**config.mk**
```make
export PLATFORM = sky130hd
export DESIGN_NAME = sector_cache_lru_lookup_unit
export DESIGN_NICKNAME = d
export VERILOG_FILES = /design/src/hdl/sclru_pkg.sv /design/src/hdl/sclru_scan_unit.sv /design/src/hdl/sector_cache_lru_lookup_unit.sv
export SDC_FILE = /design/constraint.sdc
export NUM_CORES = 1
export LEC_CHECK = 0
export ABC_AREA = 0
export BUFFER_PORTS_ARGS = -buffer_cell sky130_fd_sc_hd__buf_2
export CORE_UTILIZATION = 45
export DETAILED_ROUTE_END_ITERATION = 6
export PLACE_DENSITY = 0.71
export RECOVER_POWER = 25
export SETUP_SLACK_MARGIN = 0.4
export SKIP_LAST_GASP = 1
export SLEW_MARGIN = 20
export SYNTH_ARGS = -nofsm -noshare
export SYNTH_HDL_FRONTEND = slang
export SYNTH_SLANG_ARGS = --single-unit
```
**constraint.sdc**
```tcl
create_clock -name clk -period 4.49 [get_ports clk]
set_clock_uncertainty 0.05 [all_clocks]
set_input_delay 0.2245 -clock clk [delete_from_list [all_inputs] [get_ports clk]]
set_output_delay 0.2245 -clock clk [all_outputs]
set_load 0.005 [all_outputs]
```
**src/hdl/sclru_pkg.sv**
```systemverilog
// Shared types, constants and helpers for the sector cache LRU lookup unit.
package sclru_pkg;

  localparam int NUM_ENTRIES = 16;
  localparam int IDX_W       = (NUM_ENTRIES > 1) ? $clog2(NUM_ENTRIES) : 1;
  localparam int TAG_W       = 48;
  localparam int TIME_W      = 32;
  localparam int SLOT_W      = 4;

  localparam logic [IDX_W-1:0] LAST_IDX = IDX_W'(NUM_ENTRIES - 1);

  typedef logic [IDX_W-1:0]  idx_t;
  typedef logic [TAG_W-1:0]  tag_t;
  typedef logic [TIME_W-1:0] time_t;

  typedef enum logic [1:0] {
    ST_IDLE,
    ST_SCAN,
    ST_DRAIN,
    ST_WRITE
  } state_t;

  // One entry as presented to the compare unit
  typedef struct packed {
    logic  vld;
    logic  first;
    idx_t  idx;
    logic  valid;
    tag_t  tag;
    time_t etime;
  } scan_in_t;

  // Outcome of a full scan
  typedef struct packed {
    logic found;
    idx_t hit_idx;
    idx_t victim_idx;
  } scan_res_t;

  // Give the low slot bits of an entry index
  function automatic logic [SLOT_W-1:0] to_slot(input idx_t idx);
    logic [31:0] wide;
    wide = 32'(idx);
    return wide[SLOT_W-1:0];
  endfunction

endpackage

```
**src/hdl/sclru_scan_unit.sv**
```systemverilog
// Shared compare unit: tag match and oldest-time search, one entry per beat.
module sclru_scan_unit
  import sclru_pkg::*;
(
  input  logic      clk,
  input  logic      rst_n,
  input  tag_t      key,
  input  scan_in_t  scan,
  output scan_res_t res
);

  logic  found_r, found_nxt;
  idx_t  hit_idx_r, hit_idx_nxt;
  idx_t  best_idx_r, best_idx_nxt;
  time_t best_time_r, best_time_nxt;
  logic  match;
  time_t eff_time;

  // Invalid entries never match and count as time zero
  assign match    = scan.valid && (scan.tag == key);
  assign eff_time = scan.valid ? scan.etime : '0;

  // Fold one entry into the running hit and victim
  always_comb begin
    found_nxt     = found_r;
    hit_idx_nxt   = hit_idx_r;
    best_idx_nxt  = best_idx_r;
    best_time_nxt = best_time_r;
    if (scan.vld) begin
      if (scan.first) begin
        found_nxt     = match;
        hit_idx_nxt   = scan.idx;
        best_idx_nxt  = scan.idx;
        best_time_nxt = eff_time;
      end else begin
        if (match && !found_r) begin
          found_nxt   = 1'b1;
          hit_idx_nxt = scan.idx;
        end
        if (eff_time < best_time_r) begin
          best_idx_nxt  = scan.idx;
          best_time_nxt = eff_time;
        end
      end
    end
  end

  always_ff @(posedge clk) begin
    if (!rst_n) begin
      found_r <= 1'b0;
    end else begin
      found_r <= found_nxt;
    end
    hit_idx_r   <= hit_idx_nxt;
    best_idx_r  <= best_idx_nxt;
    best_time_r <= best_time_nxt;
  end

  assign res.found      = found_r;
  assign res.hit_idx    = hit_idx_r;
  assign res.victim_idx = best_idx_r;

endmodule

```
**src/hdl/sector_cache_lru_lookup_unit.sv**
```systemverilog
// An accepted access is scanned over all entries (ST_SCAN), drained (ST_DRAIN) and written
// back (ST_WRITE) once the output register is free; a new access is taken only in ST_IDLE.
// The scan reads one tag/time memory entry per cycle through a single shared compare unit.
// A finished result waits in the output register; the next input beat is taken meanwhile.
// Reset (synchronous, active low) clears all valid bits at once; no clearing pass is run.
// Top level of the sector cache LRU lookup unit.
module sector_cache_lru_lookup_unit
  import sclru_pkg::*;
(
  input  logic              clk,
  input  logic              rst_n,
  input  logic              in_valid,
  output logic              in_ready,
  input  logic              in_kind,
  input  logic [TAG_W-1:0]  in_sector,
  input  logic [TIME_W-1:0] in_time_stamp,
  input  logic              in_last_sector,
  output logic              out_valid,
  input  logic              out_ready,
  output logic              out_hit,
  output logic [SLOT_W-1:0] out_slot,
  output logic              out_forward_to_device,
  output logic              out_allocated,
  output logic              out_end_of_request
);

  state_t state_r, state_nxt;
  idx_t   cnt_r, cnt_nxt;

  // Captured access
  logic  kind_r;
  tag_t  sector_r;
  time_t stamp_r;
  logic  last_r;

  // Entry storage
  tag_t  tag_mem  [NUM_ENTRIES];
  time_t time_mem [NUM_ENTRIES];
  logic [NUM_ENTRIES-1:0] valid_r;
  logic [NUM_ENTRIES-1:0] dirty_r;

  // Read pipeline
  logic  rd_vld_r;
  idx_t  rd_idx_r;
  tag_t  rd_tag_r;
  time_t rd_time_r;
  logic  rd_valid_r;

  scan_in_t  scan;
  scan_res_t res;

  // Update controls
  logic  fire;
  logic  we_time, we_alloc;
  idx_t  wr_idx;

  // Output register
  logic              out_valid_r;
  logic              out_hit_r;
  logic [SLOT_W-1:0] out_slot_r;
  logic              out_fwd_r;
  logic              out_alloc_r;
  logic              out_eor_r;

  logic in_fire;
  assign in_ready = (state_r == ST_IDLE);
  assign in_fire  = in_valid && in_ready;

  // Result may be loaded when the output register is free or being drained
  assign fire = (state_r == ST_WRITE) && (!out_valid_r || out_ready);

  // Sequencer
  always_comb begin
    state_nxt = state_r;
    cnt_nxt   = cnt_r;
    case (state_r)
      ST_IDLE: begin
        cnt_nxt = '0;
        if (in_fire) state_nxt = ST_SCAN;
      end
      ST_SCAN: begin
        cnt_nxt = cnt_r + idx_t'(1);
        if (cnt_r == LAST_IDX) state_nxt = ST_DRAIN;
      end
      ST_DRAIN: begin
        state_nxt = ST_WRITE;
      end
      ST_WRITE: begin
        if (fire) state_nxt = ST_IDLE;
      end
      default: begin
        state_nxt = ST_IDLE;
      end
    endcase
  end

  always_ff @(posedge clk) begin
    if (!rst_n) begin
      state_r  <= ST_IDLE;
      cnt_r    <= '0;
      rd_vld_r <= 1'b0;
    end else begin
      state_r  <= state_nxt;
      cnt_r    <= cnt_nxt;
      rd_vld_r <= (state_r == ST_SCAN);
    end
  end

  // Capture the access beat
  always_ff @(posedge clk) begin
    if (in_fire) begin
      kind_r   <= in_kind;
      sector_r <= in_sector;
      stamp_r  <= in_time_stamp;
      last_r   <= in_last_sector;
    end
  end

  // Registered read of the entry under scan
  always_ff @(posedge clk) begin
    rd_idx_r   <= cnt_r;
    rd_tag_r   <= tag_mem[cnt_r];
    rd_time_r  <= time_mem[cnt_r];
    rd_valid_r <= valid_r[cnt_r];
  end

  assign scan.vld   = rd_vld_r;
  assign scan.first = (rd_idx_r == '0);
  assign scan.idx   = rd_idx_r;
  assign scan.valid = rd_valid_r;
  assign scan.tag   = rd_tag_r;
  assign scan.etime = rd_time_r;

  sclru_scan_unit u_scan (
    .clk   (clk),
    .rst_n (rst_n),
    .key   (sector_r),
    .scan  (scan),
    .res   (res)
  );

  // Refresh on a hit, replace the victim on a write miss
  assign we_alloc = fire && !res.found && kind_r;
  assign we_time  = fire && (res.found || kind_r);
  assign wr_idx   = res.found ? res.hit_idx : res.victim_idx;

  always_ff @(posedge clk) begin
    if (we_time) time_mem[wr_idx] <= stamp_r;
    if (we_alloc) tag_mem[wr_idx] <= sector_r;
  end

  always_ff @(posedge clk) begin
    if (!rst_n) begin
      valid_r <= '0;
      dirty_r <= '0;
    end else begin
      if (we_alloc) valid_r[wr_idx] <= 1'b1;
      if (we_time && kind_r) dirty_r[wr_idx] <= 1'b1;
    end
  end

  // Output register: load on fire, drop on accept
  always_ff @(posedge clk) begin
    if (!rst_n) begin
      out_valid_r <= 1'b0;
    end else if (fire) begin
      out_valid_r <= 1'b1;
    end else if (out_ready) begin
      out_valid_r <= 1'b0;
    end
  end

  always_ff @(posedge clk) begin
    if (fire) begin
      out_hit_r   <= res.found;
      out_slot_r  <= (res.found || kind_r) ? to_slot(wr_idx) : '0;
      out_fwd_r   <= kind_r || !res.found;
      out_alloc_r <= !res.found && kind_r;
      out_eor_r   <= last_r;
    end
  end

  assign out_valid             = out_valid_r;
  assign out_hit               = out_hit_r;
  assign out_slot              = out_slot_r;
  assign out_forward_to_device = out_fwd_r;
  assign out_allocated         = out_alloc_r;
  assign out_end_of_request    = out_eor_r;

endmodule

```
==> flow_summary.ini, run 1 <==
[status]
outcome = finished with violations
violations = design-rule violations

[final_layout]
final_cell_mix = edfxtp_1, mux4_2, clkbuf_16
drive_above_1_share = 0.280
final_nets = 2808
syn_to_final_growth_pct = 15.7
layout_commonest_cell = edfxtp_1
final_cells = 4447

[power_and_ir_drop]
vdd_drop_max_v = 0.000388
cell_internal_pwr_mw = 25.9
p_per_area_mw_per_mm2 = 519
p_comb_frac = 0.114
p_switching_mw = 7.93
swShare = 0.234
pwr-share-seq = 0.526
leakage_nw = 20.2
clockPowerShare = 0.359
power_mw = 33.8

[clock_tree]
path_clk_slew_ns = 0.06
postCtsSetupBuffers = 0
numCtsBuffers = 146
htreeDepth = 4
clockBufferDepth = 3
cts_root_buffer = clkbuf_16
cts_sinks = 1520
clk-insertion-delay-late_ns = 0.78
cts_tree = yes

[grt]
grt_max_degree = 66
grt_first_pass_wirelength_mm = 180
grt-ovfl-total = 0
antenna_found_initial = 2
grt_usage = 0.197
first_global_vias = 27000

[placement]
hpwl_mm = 63.7
finalWeightedCongestion = 0.800
dp.cells = 4089
io_buffer_count = 95

[synthesis]
synth-seq-cells = 1520
synthCells = 2374
ys_types = 46
synth_area_leaders = edfxtp_1, mux4_2, dfxtp_1
synth_edf_count = 1410
seq_area_frac_synth = 0.790
synth.yosys.warnings = 0
yosys.area.top_type_share = 0.751
syn_area_per_cell_sq_um = 23.7
netlist_area_sq_mm = 0.0564
async_flop_share = 0
synth_nets = 2496
ys.flop_type = edfxtp_1
synth_top_area_cell = edfxtp_1

[route]
drt_iter0_drc = 2557
wl_per_cell_microns = 27.6
route.final.wire_length_mm = 123
first_pass_iters = 7
ant_nets = 0
drc = 24
via_count = 25600
vias_per_cell = 5.75

[floorplan]
core_area_sq_mm = 0.124
start_util = 0.455
io_pins = 96
dieHeight_microns = 356
placement_rows = 129
die_w_microns = 356
dieArea_sq_mm = 0.127

[sta]
tns_ns = 0
drv_slew = 0
whs_ns = 0.122
rsz0062_at_grt = no
timing.final.crit_share = 0.846
slew_headroom = 0.268
period_needed_ns = 3.80
setup_viol_count_final = 0
finalHoldViolCount = 0
worst_slew_pin_slew_ns = 1.10
fmax_ghz = 0.263

[flow_run]
cap_violations = 0

[critical_path]
startpoint = rd_valid_r
r2r-start = rd_valid_r
r2r_setup_slack_ns = 0.69
cp_max_fo = 34
worstSetupPathType = flop to flop
cp.arrival_ns = 4.21
rr_worst_depth = 9
cp-start-kind = flop
crit_required_ns = 4.91
critPathCaptureType = flop
r2r-end = u_scan.best_time_r[5]
cp-endpoint = u_scan.best_time_r[5]

[min_path]
worstHoldPathType = primary input to flop
hold_depth = 2
-- state kept, by name, summed over array words and instances, names as in the netlist, 2 cells and up --
register            count
out_slot                4
u_scan.hit_idx_r        4
stamp_r                32
rd_tag_r               48
rd_idx_r                4
u_scan.best_time_r     32
u_scan.best_idx_r       4
tag_mem               768
cnt_r                   4
sector_r               48
rd_time_r              32
valid_r                16
time_mem              512
state_r                 2
-- layout make-up --
cell class                 instances  area (sq um)
antenna                            1          2.50
clock buffer                     203          4040
clock inverter                    68           708
fill                            9270         58800
inverter                          48           180
multi-input combinational        706         11500
sequential                      1520         44600
tap                             1637          2050
timing repair buffer             264          2190
-- timing repair --
action                                 4_1_cts  5_1_grt
setup endpoints to repair                    0        4
hold buffers                                86        0
endpoints found under the hold margin      106        0
gates resized for setup                      0        1
-- synth_stat cells (12+ instances only) --
master	number
ha_1	36
inv_1	48
buf_2	31
edfxtp_1	1410
a21oi_1	17
clkbuf_1	52
and2_1	34
nor2_1	51
o21a_1	18
mux4_2	405
nand4_1	14
dfxtp_1	110
xor2_1	12
xnor2_1	29
nand2_1	26
-- power groups by stage --
| stage | clock, mW | sequential, mW | combinational, mW |
|---|---|---|---|
| floorplan | 0 | 17.6 | 2.91 |
| global placement | 0 | 18.0 | 3.78 |
| detailed placement | 0 | 18.1 | 3.86 |
| CTS | 12.4 | 17.8 | 3.96 |
| global route | 12.8 | 17.9 | 4.15 |
| finish | 12.2 | 17.8 | 3.87 |
-- per-stage QoR --
| step | instance area, sq um | setup WS, ns | utilization |
|---|---|---|---|
| CTS | 65200 | 0.473 | 0.526 |
| detailed placement | 59600 | 0.475 | 0.481 |
| global placement | 59600 | 0.521 | 0.481 |
| global route | 65200 | 0.496 | 0.526 |
| finish | 65200 | 0.694 | 0.526 |
| floorplan | 56400 | 0.815 | - |
-- worst min-delay path by stage --
stage / startpoint / end
after floorplan: in_kind / kind_r
after global placement: in_time_stamp[20] / stamp_r[20]
after detailed placement: in_time_stamp[14] / stamp_r[14]
after CTS: in_last_sector / last_r
after global routing: in_time_stamp[14] / stamp_r[14]
final: in_last_sector / last_r
-- cells by family after synthesis --
group | after synthesis | share of synthesized area
simple gates | 152 | 0.0135
xor+xnor | 41 | 0.00637
compound gates | 71 | 0.00848
fa+ha+maj | 36 | 0.00799
mux | 406 | 0.162
buf+inv | 148 | 0.0113
flops | 1520 | 0.790
-- worst max-delay path: stages, from the launching register on --
cell	delay (ns)
dfxtp_1	1.00
and2_1	0.28
ha_1	0.26
a211oi_1	0.30
nor2_1	0.09
o21a_1	0.17
o2111ai_1	0.19
nand4_1	0.20
a41oi_4	0.69
buf_12	0.26
-- metal layers --
metal | global-route usage | up-vias | share of wire
met5 | 0 | - | 0
met4 | 0.0590 | 0 | 0.021
met3 | 0.0289 | 166 | 0.062
met2 | 0.335 | 1033 | 0.52
met1 | 0.263 | 13700 | 0.40
li1 | - | 10600 | -
Power figures use the tool's default switching activity.
==> inputs of run 2 (changes only) <==
PLACE_DENSITY = 0.68   (was 0.71)
clock period = 3.75 ns   (was 4.49 ns; I/O delays follow)
==> flow_summary.ini, run 2 (synthesis gave the netlist of run 1 again) <==
[route]
vias_per_cell = 5.73
via_count = 25500
first_pass_iters = 7
route.final.wire_length_mm = 122
ant_nets = 0
wl_per_cell_microns = 27.4
drt_iter0_drc = 2812
drc = 24

[grt]
grt_first_pass_wirelength_mm = 179
grt_max_degree = 82
grt_usage = 0.196
grt-ovfl-total = 0
antenna_found_initial = 4
first_global_vias = 26900

[power_and_ir_drop]
p_per_area_mw_per_mm2 = 616
leakage_nw = 20.2
power_mw = 40.3
vdd_drop_max_v = 0.000475

[critical_path]
cp_max_fo = 16
slowest_delay_ns = 0.62
critPathBufInv = 2
path_common_cell = buf_4
cp-start-kind = flop
critPathCaptureType = flop
crit_family = compound AO/OA/AOI/OAI gates
crit_required_ns = 4.16
slowest_stage = dfxtp_1
crit_chain = buf_4 > and2_1 > ha_1 > a21oi_1 > o21ai_0 > a221oi_1 > nor2_1 > o21a_1 > a41oi_4 > buf_4
cp.arrival_ns = 3.57
r2r_setup_slack_ns = 0.59
worstSetupPathType = flop to flop

[sta]
rsz0062_at_grt = no
setup_slack_ns = 0.585
timing.final.crit_share = 0.844
finalHoldViolCount = 0
worst_slew_pin_slew_ns = 1.16
setup_viol_count_final = 0
fmax_ghz = 0.316
drv_slew = 0
tns_ns = 0
slew_headroom = 0.228
period_needed_ns = 3.16

[final_layout]
top_regs = tag_mem: 768 flops, time_mem: 512 flops
syn_to_final_growth_pct = 15.9
largest_register_ff_count = 768
drive_above_1_share = 0.281
top_register = tag_mem
layout_commonest_cell = edfxtp_1
fill_cells = 9316
final_cell_mix = edfxtp_1, mux4_2, clkbuf_16
final_nets = 2807

[clock_tree]
numCtsBuffers = 144
clk-insertion-delay-late_ns = 0.76
cts_root_buffer = clkbuf_16
postCtsSetupBuffers = 0
htreeDepth = 4
clockBufferDepth = 3
path_clk_slew_ns = 0.06
cts_tree = yes
cts_sinks = 1520

[placement]
hpwl_mm = 64.3
finalWeightedCongestion = 0.795
place_ws_ns = 0.217
io_buffer_count = 95

[floorplan]
core_area_sq_mm = 0.124
placement_rows = 129
start_util = 0.455
io_pins = 96
dieHeight_microns = 356
die_w_microns = 356
dieArea_sq_mm = 0.127

[flow_run]
cap_violations = 0

[min_path]
worstHoldPathType = primary input to flop

[status]
violations = design-rule violations
outcome = finished with violations
-- run 2: metal layers --
layer	track usage	wire [microns]
met5	0	26
met4	0.0583	2690
met3	0.0300	7120
met2	0.332	62700
met1	0.263	49500
-- run 2: stage by stage --
stage	std cells	hold WS, ns	util	instance area [sq um]
after floorplan	2374	0.236	-	56400
after global placement	4090	0.315	0.483	59800
after detailed placement	4090	0.316	0.483	59800
after CTS	4443	0.0298	0.528	65400
after global routing	4443	0.0699	0.527	65300
final	4445	0.0889	0.527	65300
-- run 2: area by class of cell --
type	instances	area [sq um]	share of cell area
antenna	2	5.00	0.0000766
clock buffer	209	4100	0.0628
clock inverter	58	583	0.00892
inverter	48	180	0.00276
multi-input combinational	706	11500	0.175
sequential	1520	44600	0.682
tap	1637	2050	0.0314
timing repair buffer	265	2400	0.0368
-- run 2: final timing paths --
check,startpoint,to,cells past startpoint
worst min-delay path,in_time_stamp[14],stamp_r[14],2
worst min register to register,last_r,out_end_of_request,0
worst max-delay path,rd_valid_r,u_scan.best_time_r[26],10
worst max register to register,rd_valid_r,u_scan.best_time_r[26],10
-- run 2: worst register-to-register path: cells and delay by family (launching register included) --
kind	cells	cell delay [ns]
compound gates	5	1.23
fa+ha+maj	1	0.26
buf+inv	2	0.50
flops	1	0.62
simple gates	2	0.22
-- run 2: repair_timing --
item	CTS	global route
hold endpoints to repair	119	0
gates resized for setup	2	1
endpoints found under the setup margin	4	28
hold buffers	86	0
-- run 2: where the power goes --
group          switching (mW)  leakage [nW]  internal, mW
clock network            6.16          2.29          8.20
logic                    2.26          4.26          2.46
registers                1.06          13.7          20.1
total                    9.48          20.2          30.8
